===== config.mk =====
export PLATFORM = sky130hd
export DESIGN_NAME = jbrs_front
export DESIGN_NICKNAME = d
export VERILOG_FILES = /design/src/hdl/assert_macros.svh /design/src/hdl/jbrs_pkg.sv /design/src/hdl/jbrs_front.sv
export SDC_FILE = /design/constraint.sdc
export NUM_CORES = 1
export LEC_CHECK = 0
export BUFFER_PORTS_ARGS = -buffer_cell sky130_fd_sc_hd__buf_4
export CORE_UTILIZATION = 40
export CTS_CLUSTER_DIAMETER = 100
export DETAILED_ROUTE_END_ITERATION = 10
export MAX_ROUTING_LAYER = met4
export PLACE_DENSITY = 0.69
export SLEW_MARGIN = 40
export SYNTH_ARGS = -nofsm -noshare
export SYNTH_HDL_FRONTEND = slang
export SYNTH_SLANG_ARGS = --single-unit
export TNS_END_PERCENT = 50

===== constraint.sdc =====
create_clock -name clk -period 4.81 [get_ports clk]
set_input_delay 0.2405 -clock clk [delete_from_list [all_inputs] [get_ports clk]]
set_output_delay 0.2405 -clock clk [all_outputs]
set_load 0.1 [all_outputs]

===== src/hdl/assert_macros.svh =====
// ------------------------------------------------------------------------
// assert_macros.svh
// Clocked assertion shorthands, sampled on clk and held off while rst_n is low
// ------------------------------------------------------------------------
`ifndef ASSERT_MACROS_SVH
`define ASSERT_MACROS_SVH

// same-cycle implication
`define ASSERT_IMPL(label, ante, cons, msg) \
    label: assert property (@(posedge clk) disable iff (!rst_n) (ante) |-> (cons)) \
        else $error(msg);

// next-cycle implication
`define ASSERT_NEXT(label, ante, cons, msg) \
    label: assert property (@(posedge clk) disable iff (!rst_n) (ante) |=> (cons)) \
        else $error(msg);

`endif


===== src/hdl/jbrs_pkg.sv =====
// ------------------------------------------------------------------------
// jbrs_pkg
// Types and constants shared by the buffered jkiss random source
// ------------------------------------------------------------------------
package jbrs_pkg;

    // request actions
    localparam logic [1:0] ACT_HALF   = 2'd0;
    localparam logic [1:0] ACT_WORD   = 2'd1;
    localparam logic [1:0] ACT_BOUND  = 2'd2;
    localparam logic [1:0] ACT_RESEED = 2'd3;

    // register indexes on the config port
    localparam logic [1:0] REG_SEED_LCG   = 2'd0;
    localparam logic [1:0] REG_SEED_XOR   = 2'd1;
    localparam logic [1:0] REG_SEED_MWC   = 2'd2;
    localparam logic [1:0] REG_SEED_CARRY = 2'd3;

    localparam int CARRY_W = 30;

    localparam logic [31:0] LCG_MUL = 32'd314527869;
    localparam logic [31:0] LCG_ADD = 32'd1234567;
    localparam logic [31:0] MWC_MUL = 32'd4294584393;

    localparam logic [31:0]        DEF_LCG   = 32'd123456789;
    localparam logic [31:0]        DEF_XOR   = 32'd987654321;
    localparam logic [31:0]        DEF_MWC   = 32'd43219876;
    localparam logic [CARRY_W-1:0] DEF_CARRY = 30'd6543217;

    typedef struct packed {
        logic [1:0]  action;
        logic [15:0] limit;
    } req_t;

    typedef struct packed {
        logic [31:0] value;
        logic        error;
    } rsp_t;

    typedef struct packed {
        logic [31:0]        lcg;
        logic [31:0]        xs;
        logic [31:0]        mwc;
        logic [CARRY_W-1:0] carry;
    } seed_t;

    typedef enum logic [2:0] {
        CLS_HALF,
        CLS_WORD,
        CLS_BOUND,
        CLS_ERROR,
        CLS_RESEED
    } cls_t;

    typedef struct packed {
        cls_t        cls;
        logic [15:0] limit;
        logic [15:0] mask;
    } cmd_t;

    typedef enum logic [2:0] {
        ST_IDLE,
        ST_REFILL,
        ST_READ,
        ST_DATA,
        ST_FINISH
    } state_t;

endpackage


===== src/hdl/jbrs_front.sv =====
// ------------------------------------------------------------------------
// jbrs_front
// Request intake: classifies each request and queues it for the back end
// ------------------------------------------------------------------------
module jbrs_front
    import jbrs_pkg::*;
(
    input  logic clk,
    input  logic rst_n,
    input  logic req_valid,
    output logic req_stall,
    input  req_t req,
    input  logic pop,
    output logic head_valid,
    output cmd_t head
);

    cmd_t       q_mem_reg [2];
    logic       wr_ptr_reg, rd_ptr_reg;
    logic [1:0] count_reg, count_next;
    logic       push;
    cmd_t       cmd;
    logic [15:0] m;

    always_comb
    begin
        m = req.limit - 16'd1;
        m = m | (m >> 1);
        m = m | (m >> 2);
        m = m | (m >> 4);
        m = m | (m >> 8);
        cmd.limit = req.limit;
        cmd.mask  = m;
        unique case (req.action)
            ACT_HALF:   cmd.cls = CLS_HALF;
            ACT_WORD:   cmd.cls = CLS_WORD;
            ACT_BOUND:  cmd.cls = (req.limit < 16'd2) ? CLS_ERROR : CLS_BOUND;
            ACT_RESEED: cmd.cls = CLS_RESEED;
        endcase
    end

    assign req_stall  = (count_reg == 2'd2);
    assign push       = req_valid && !req_stall;
    assign head_valid = (count_reg != 2'd0);
    assign head       = q_mem_reg[rd_ptr_reg];

    always_comb
    begin
        count_next = count_reg;
        if (push && !pop)
            count_next = count_reg + 2'd1;
        else if (pop && !push)
            count_next = count_reg - 2'd1;
    end

    always_ff @(posedge clk or negedge rst_n)
    begin
        if (!rst_n)
        begin
            wr_ptr_reg <= 1'b0;
            rd_ptr_reg <= 1'b0;
            count_reg  <= 2'd0;
        end
        else
        begin
            count_reg <= count_next;
            if (push)
                wr_ptr_reg <= ~wr_ptr_reg;
            if (pop)
                rd_ptr_reg <= ~rd_ptr_reg;
        end
    end

    always_ff @(posedge clk)
    begin
        if (push)
            q_mem_reg[wr_ptr_reg] <= cmd;
    end

endmodule


After elaboration in Yosys (flattened, before gate mapping)
Memories as Yosys holds them, arrays and structs flattened.
Cells that the tools add are included.
{ "classes": {"add_sub_neg": 3, "magnitude_cmp": 1, "n_eq_ne": 4, "mux": 6, "bitwise_logic": 6, "reduce_logical": 9} }
{ "ops": {"columns": ["op", "n"], "rows": [
  ["16-bit by 2-bit less-than comparator with 1-bit output (second input constant)", 1],
  ["16-bit by 12-bit bitwise OR with 16-bit output", 1],
  ["16-bit by 14-bit bitwise OR with 16-bit output", 1],
  ["16-bit by 15-bit bitwise OR with 16-bit output", 1],
  ["16-bit by 8-bit bitwise OR with 16-bit output", 1],
  ["16-bit by 1-bit subtractor with 16-bit output (second input constant)", 1],
  ["3-bit case mux with 4 select lines", 1],
  ["2-bit equality test (second input constant)", 3],
  ["2-bit two-way mux", 2],
  ["2-bit nonzero test", 2],
  ["1-bit logical AND", 3],
  ["1-bit zero test", 3],
  ["1-bit two-way mux", 3],
  ["2-bit by 1-bit adder with 2-bit output (second input constant)", 1],
  ["2-bit by 1-bit equality test with 1-bit output (second input constant)", 1],
  ["2-bit zero test", 1],
  ["1-bit NOT", 2],
  ["2-bit by 1-bit subtractor with 2-bit output (second input constant)", 1]
]} }
{ "word_totals": {"reg_bits": 4, "mem_bits_rw": 70, "input_bits": 22, "memories": 1} }
{ "mem_list": {"columns": ["memory", "depth", "word_bits", "rd", "rd_clocked_by_memory_dff", "wr", "line", "text"], "rows": [
  ["q_mem_reg", 2, 35, 1, 0, 1, "jbrs_front.sv:18", "cmd_t q_mem_reg [2];"]
]} }

Logic depth before layout (Yosys ltp)
{ "logic_depth": {"word_depth": 7, "ltp_mapped": 8} }

Worst setup path before layout
OpenSTA, ideal clock, no wires.
{ "synth_timing": {"path_type": "register to register", "start": "register count_reg[0]", "end": "memory q_mem_reg[0][0] in the netlist's numbering (enable)", "setup_ns": 0.427, "t_arrival_ns": 2.101, "required_ns": 4.383, "slack_ns": 2.282, "stages_incl_launch_ff": 4, "period_less_slack_ns": 2.528, "cell_sequence": "dfrtp_1 > nand2b_1 > nand2_1 > nor2_1"} }
{ "synth_between": {"elab_chain_cells": 5} }
{ "synth_lines": {"columns": ["element", "line", "text"], "rows": [
  ["from (decl)", "jbrs_front.sv:20", "logic [1:0] count_reg, count_next;"],
  ["from (signal assigned)", "jbrs_front.sv:66", "count_reg <= count_next;"],
  ["2-bit equality test", "jbrs_front.sv:42", "assign req_stall = (count_reg == 2'd2);"],
  ["1-bit zero test", "jbrs_front.sv:43", "assign push = req_valid && !req_stall;"],
  ["1-bit logical AND", "jbrs_front.sv:43", null],
  ["1-bit two-way mux", "jbrs_front.sv:76", "if (push)"],
  ["1-bit two-way mux (implied by the code)", "jbrs_front.sv:77", "q_mem_reg[wr_ptr_reg] <= cmd;"],
  ["to (decl)", "jbrs_front.sv:18", null]
]} }
No other way between the ends.

==> impl_metrics.csv <==
group,metric,value,unit
global_routing,grt_usage,16.2,%
cells_and_area,drive_above_1_share,40.9,%
clock_network,hold_buffers,1,
sta,setup_tns,0,ns
sta,worstMarginPinSlew,0.787,ns
flow_run,maxCapViolations,0,
worst_setup_path,path_buf_inv,2,
sta,grt_setup_unrepaired,"no",
clock_network,h-tree-depth,3,
global_routing,grt-ovfl-total,0,
worst_setup_path,crit_family,"simple AND/OR/NAND/NOR gates",
place,port_buffers,58,
global_routing,antenna_found_initial,0,
synth,yosys.cell_types.count,38,
detailed_routing,firstDrtPassIters,4,
clock_network,clk_path_buf_depth,2,
cells_and_area,area_growth,25.0,%
die,start_util,42.2,%
sta,slew_viol_final,0,
clock_network,post_cts_resized,0,
cells_and_area,largest_reg_flops,70,
global_routing,grt_pass1_vias,2032,
worst_setup_path,crit_path_end_kind,"register",
clock_network,cts_tree,"yes",
clock_network,cts_root_buffer,"clkbuf_8",
place,place_congestion,0.813,
worst_setup_path,cpMaxStageDelayCell,"and4_1",
synth,synth_fp_nets,250,
global_routing,grt_pass1_wl,10.2,mm
cells_and_area,nFillCells,685,
worst_setup_path,cp_slowest_stage_delay,0.48,ns
worst_setup_path,crit_arrival,2.25,ns
worst_setup_path,crit_chain,"buf_4 -> inv_1 -> ha_1 -> nor2b_1 -> nand3_1 -> xor2_1 -> and4_1 -> nand4_1",
die,io-pin-count,59,
clock_network,cts_sinks,74,
detailed_routing,wl_per_cell,16.0,µm
synth,syn_inst,225,
die,die-area,0.00864,mm²
die,die_x,93.0,µm
outcome,outcome,"complete, no violations",
synth,ys_warn_count,0,
cells_and_area,final_common_cell,"edfxtp_1",
sta,slew-limit-headroom,47.1,%
sta,max_freq,456,MHz
synth,avgSynthCellArea,14.7,µm²
sta,period_share,45.6,%
detailed_routing,drc,0,
clock_network,cts_setup_buffers,0,
synth,synth_seq_cells,74,
cells_and_area,final_cell_mix,"edfxtp_1 (70), buf_4 (60), mux2_2 (37)",
worst_hold_path,hold_path.class,"input port to register",
sta,min_period,2.19,ns
synth,synth_area,0.00331,mm²
detailed_routing,vias,2086,
die,rows,32,
clock_network,clock_latency,0.34,ns
sta,fin_skew,0.00776,ns
worst_setup_path,crit_required,4.87,ns
sta,hold_viol_final,0,
cells_and_area,finalNetCount,316,
worst_setup_path,criticalPathCategory,"input port to register",
place,hpwl,4.20,mm
global_routing,grt_max_degree,37,
detailed_routing,wl,6.35,mm
worst_setup_path,cp_max_fo,11,
clock_network,cts_buffers,9,
synth,synth_seq_area_share,66.5,%
detailed_routing,via_per_inst,5.24,
sta,setup_viol,0,
detailed_routing,drtIter0Drc,115,
clock_network,clkTransAtPathRegs,0.08,ns
worst_setup_path,start_kind,"input port",
cells_and_area,diodes,0,
die,die_h,93.0,µm
die,core-area,0.00785,mm²
detailed_routing,ant_nets,0,
-- cells by family (layout without fill, tap and decap cells) --
group | after synthesis | in the layout | synth area share (%)
AND/OR/NAND/NOR | 69 | 69 | 11.4
multiplexers | 38 | 38 | 12.9
adder cells (fa/ha/maj) | 3 | 3 | 1.13
buffers and inverters | 15 | 86 | 1.70
flip-flops | 74 | 74 | 66.5
XOR/XNOR | 13 | 13 | 3.44
AO/OA/AOI/OAI | 13 | 13 | 2.91
-- cell usage after synthesis --
master,count,area share (%)
a31oi_1,2,0.38
dfrtp_1,4,3.0
xor2_1,8,2.1
or3_1,1,0.19
mux2_2,37,13
a311oi_1,1,0.26
o22ai_1,1,0.19
or2_2,2,0.38
nand4_1,6,1.1
nand3b_1,1,0.23
o21bai_1,1,0.23
a31o_2,2,0.53
nor3b_1,1,0.23
nor3_1,3,0.45
and2_1,2,0.38
nor4_1,5,0.94
edfxtp_1,70,63
mux2i_1,1,0.30
and4_1,1,0.26
nor2_1,13,1.5
nand4b_1,1,0.26
nand2_1,10,1.1
nor4b_1,4,1.1
and3_1,1,0.19
inv_1,8,0.91
xnor2_1,5,1.3
o21ai_0,1,0.15
nor2b_1,5,0.94
a21oi_1,1,0.15
a31o_1,1,0.26
or4b_1,1,0.30
nand3_1,11,1.7
a2bb2oi_1,1,0.26
a211o_1,1,0.26
nand2b_1,1,0.19
a211oi_1,1,0.23
clkbuf_1,7,0.79
ha_1,3,1.1
-- layer usage --
layer  track usage (%)  part of all wire, %  vias to the layer above
li1                  -                    -                      990
met1              20.4                   45                     1009
met2              24.3                   47                       77
met3              5.93                  6.3                       10
met4              5.26                  1.3                        0
met5                 -                    0                        -
-- through the flow --
stage | hold WS (ns) | area (µm²) | setup slack [ns] | instances | utilization (%)
3_5_place_dp | 0.0403 | 3900 | 2.25 | 381 | 49.7
2_1_floorplan | -0.0551 | 3310 | 2.28 | 225 | -
4_1_cts | 0.0589 | 4130 | 2.63 | 398 | 52.6
5_1_grt | 0.0584 | 4140 | 2.41 | 398 | 52.7
6_report | 0.0820 | 4140 | 2.62 | 398 | 52.7
3_3_place_gp | 0.0394 | 3870 | 1.98 | 380 | 49.3
-- worst paths after layout --
kind	from	to	slack [ns]	depth (start not counted)
worst max-delay path	req[1]	q_mem_reg[1][3]	2.62	8
worst min-delay path	pop	rd_ptr_reg	0.08	2
worst max register to register	count_reg[0]	q_mem_reg[0][16]	3.04	4
worst min register to register	count_reg[1]	count_reg[1]	0.50	1
max in group asynchronous	rst_n	count_reg[0]	4.48	2
min in group asynchronous	rst_n	rd_ptr_reg	0.23	2
-- cell type report --
class	count	area, µm²	area share (%)
Timing Repair Buffer	62	488	11.8
Tap cell	102	128	3.08
Multi-Input combinational cell	136	1070	25.9
Clock buffer	9	124	2.99
Clock inverter	7	93.8	2.27
Sequential cell	74	2200	53.2
Inverter	8	30.0	0.726
Power is not shown: default switching activity piles up to over one toggle a cycle in this logic, so the estimate is an artifact.
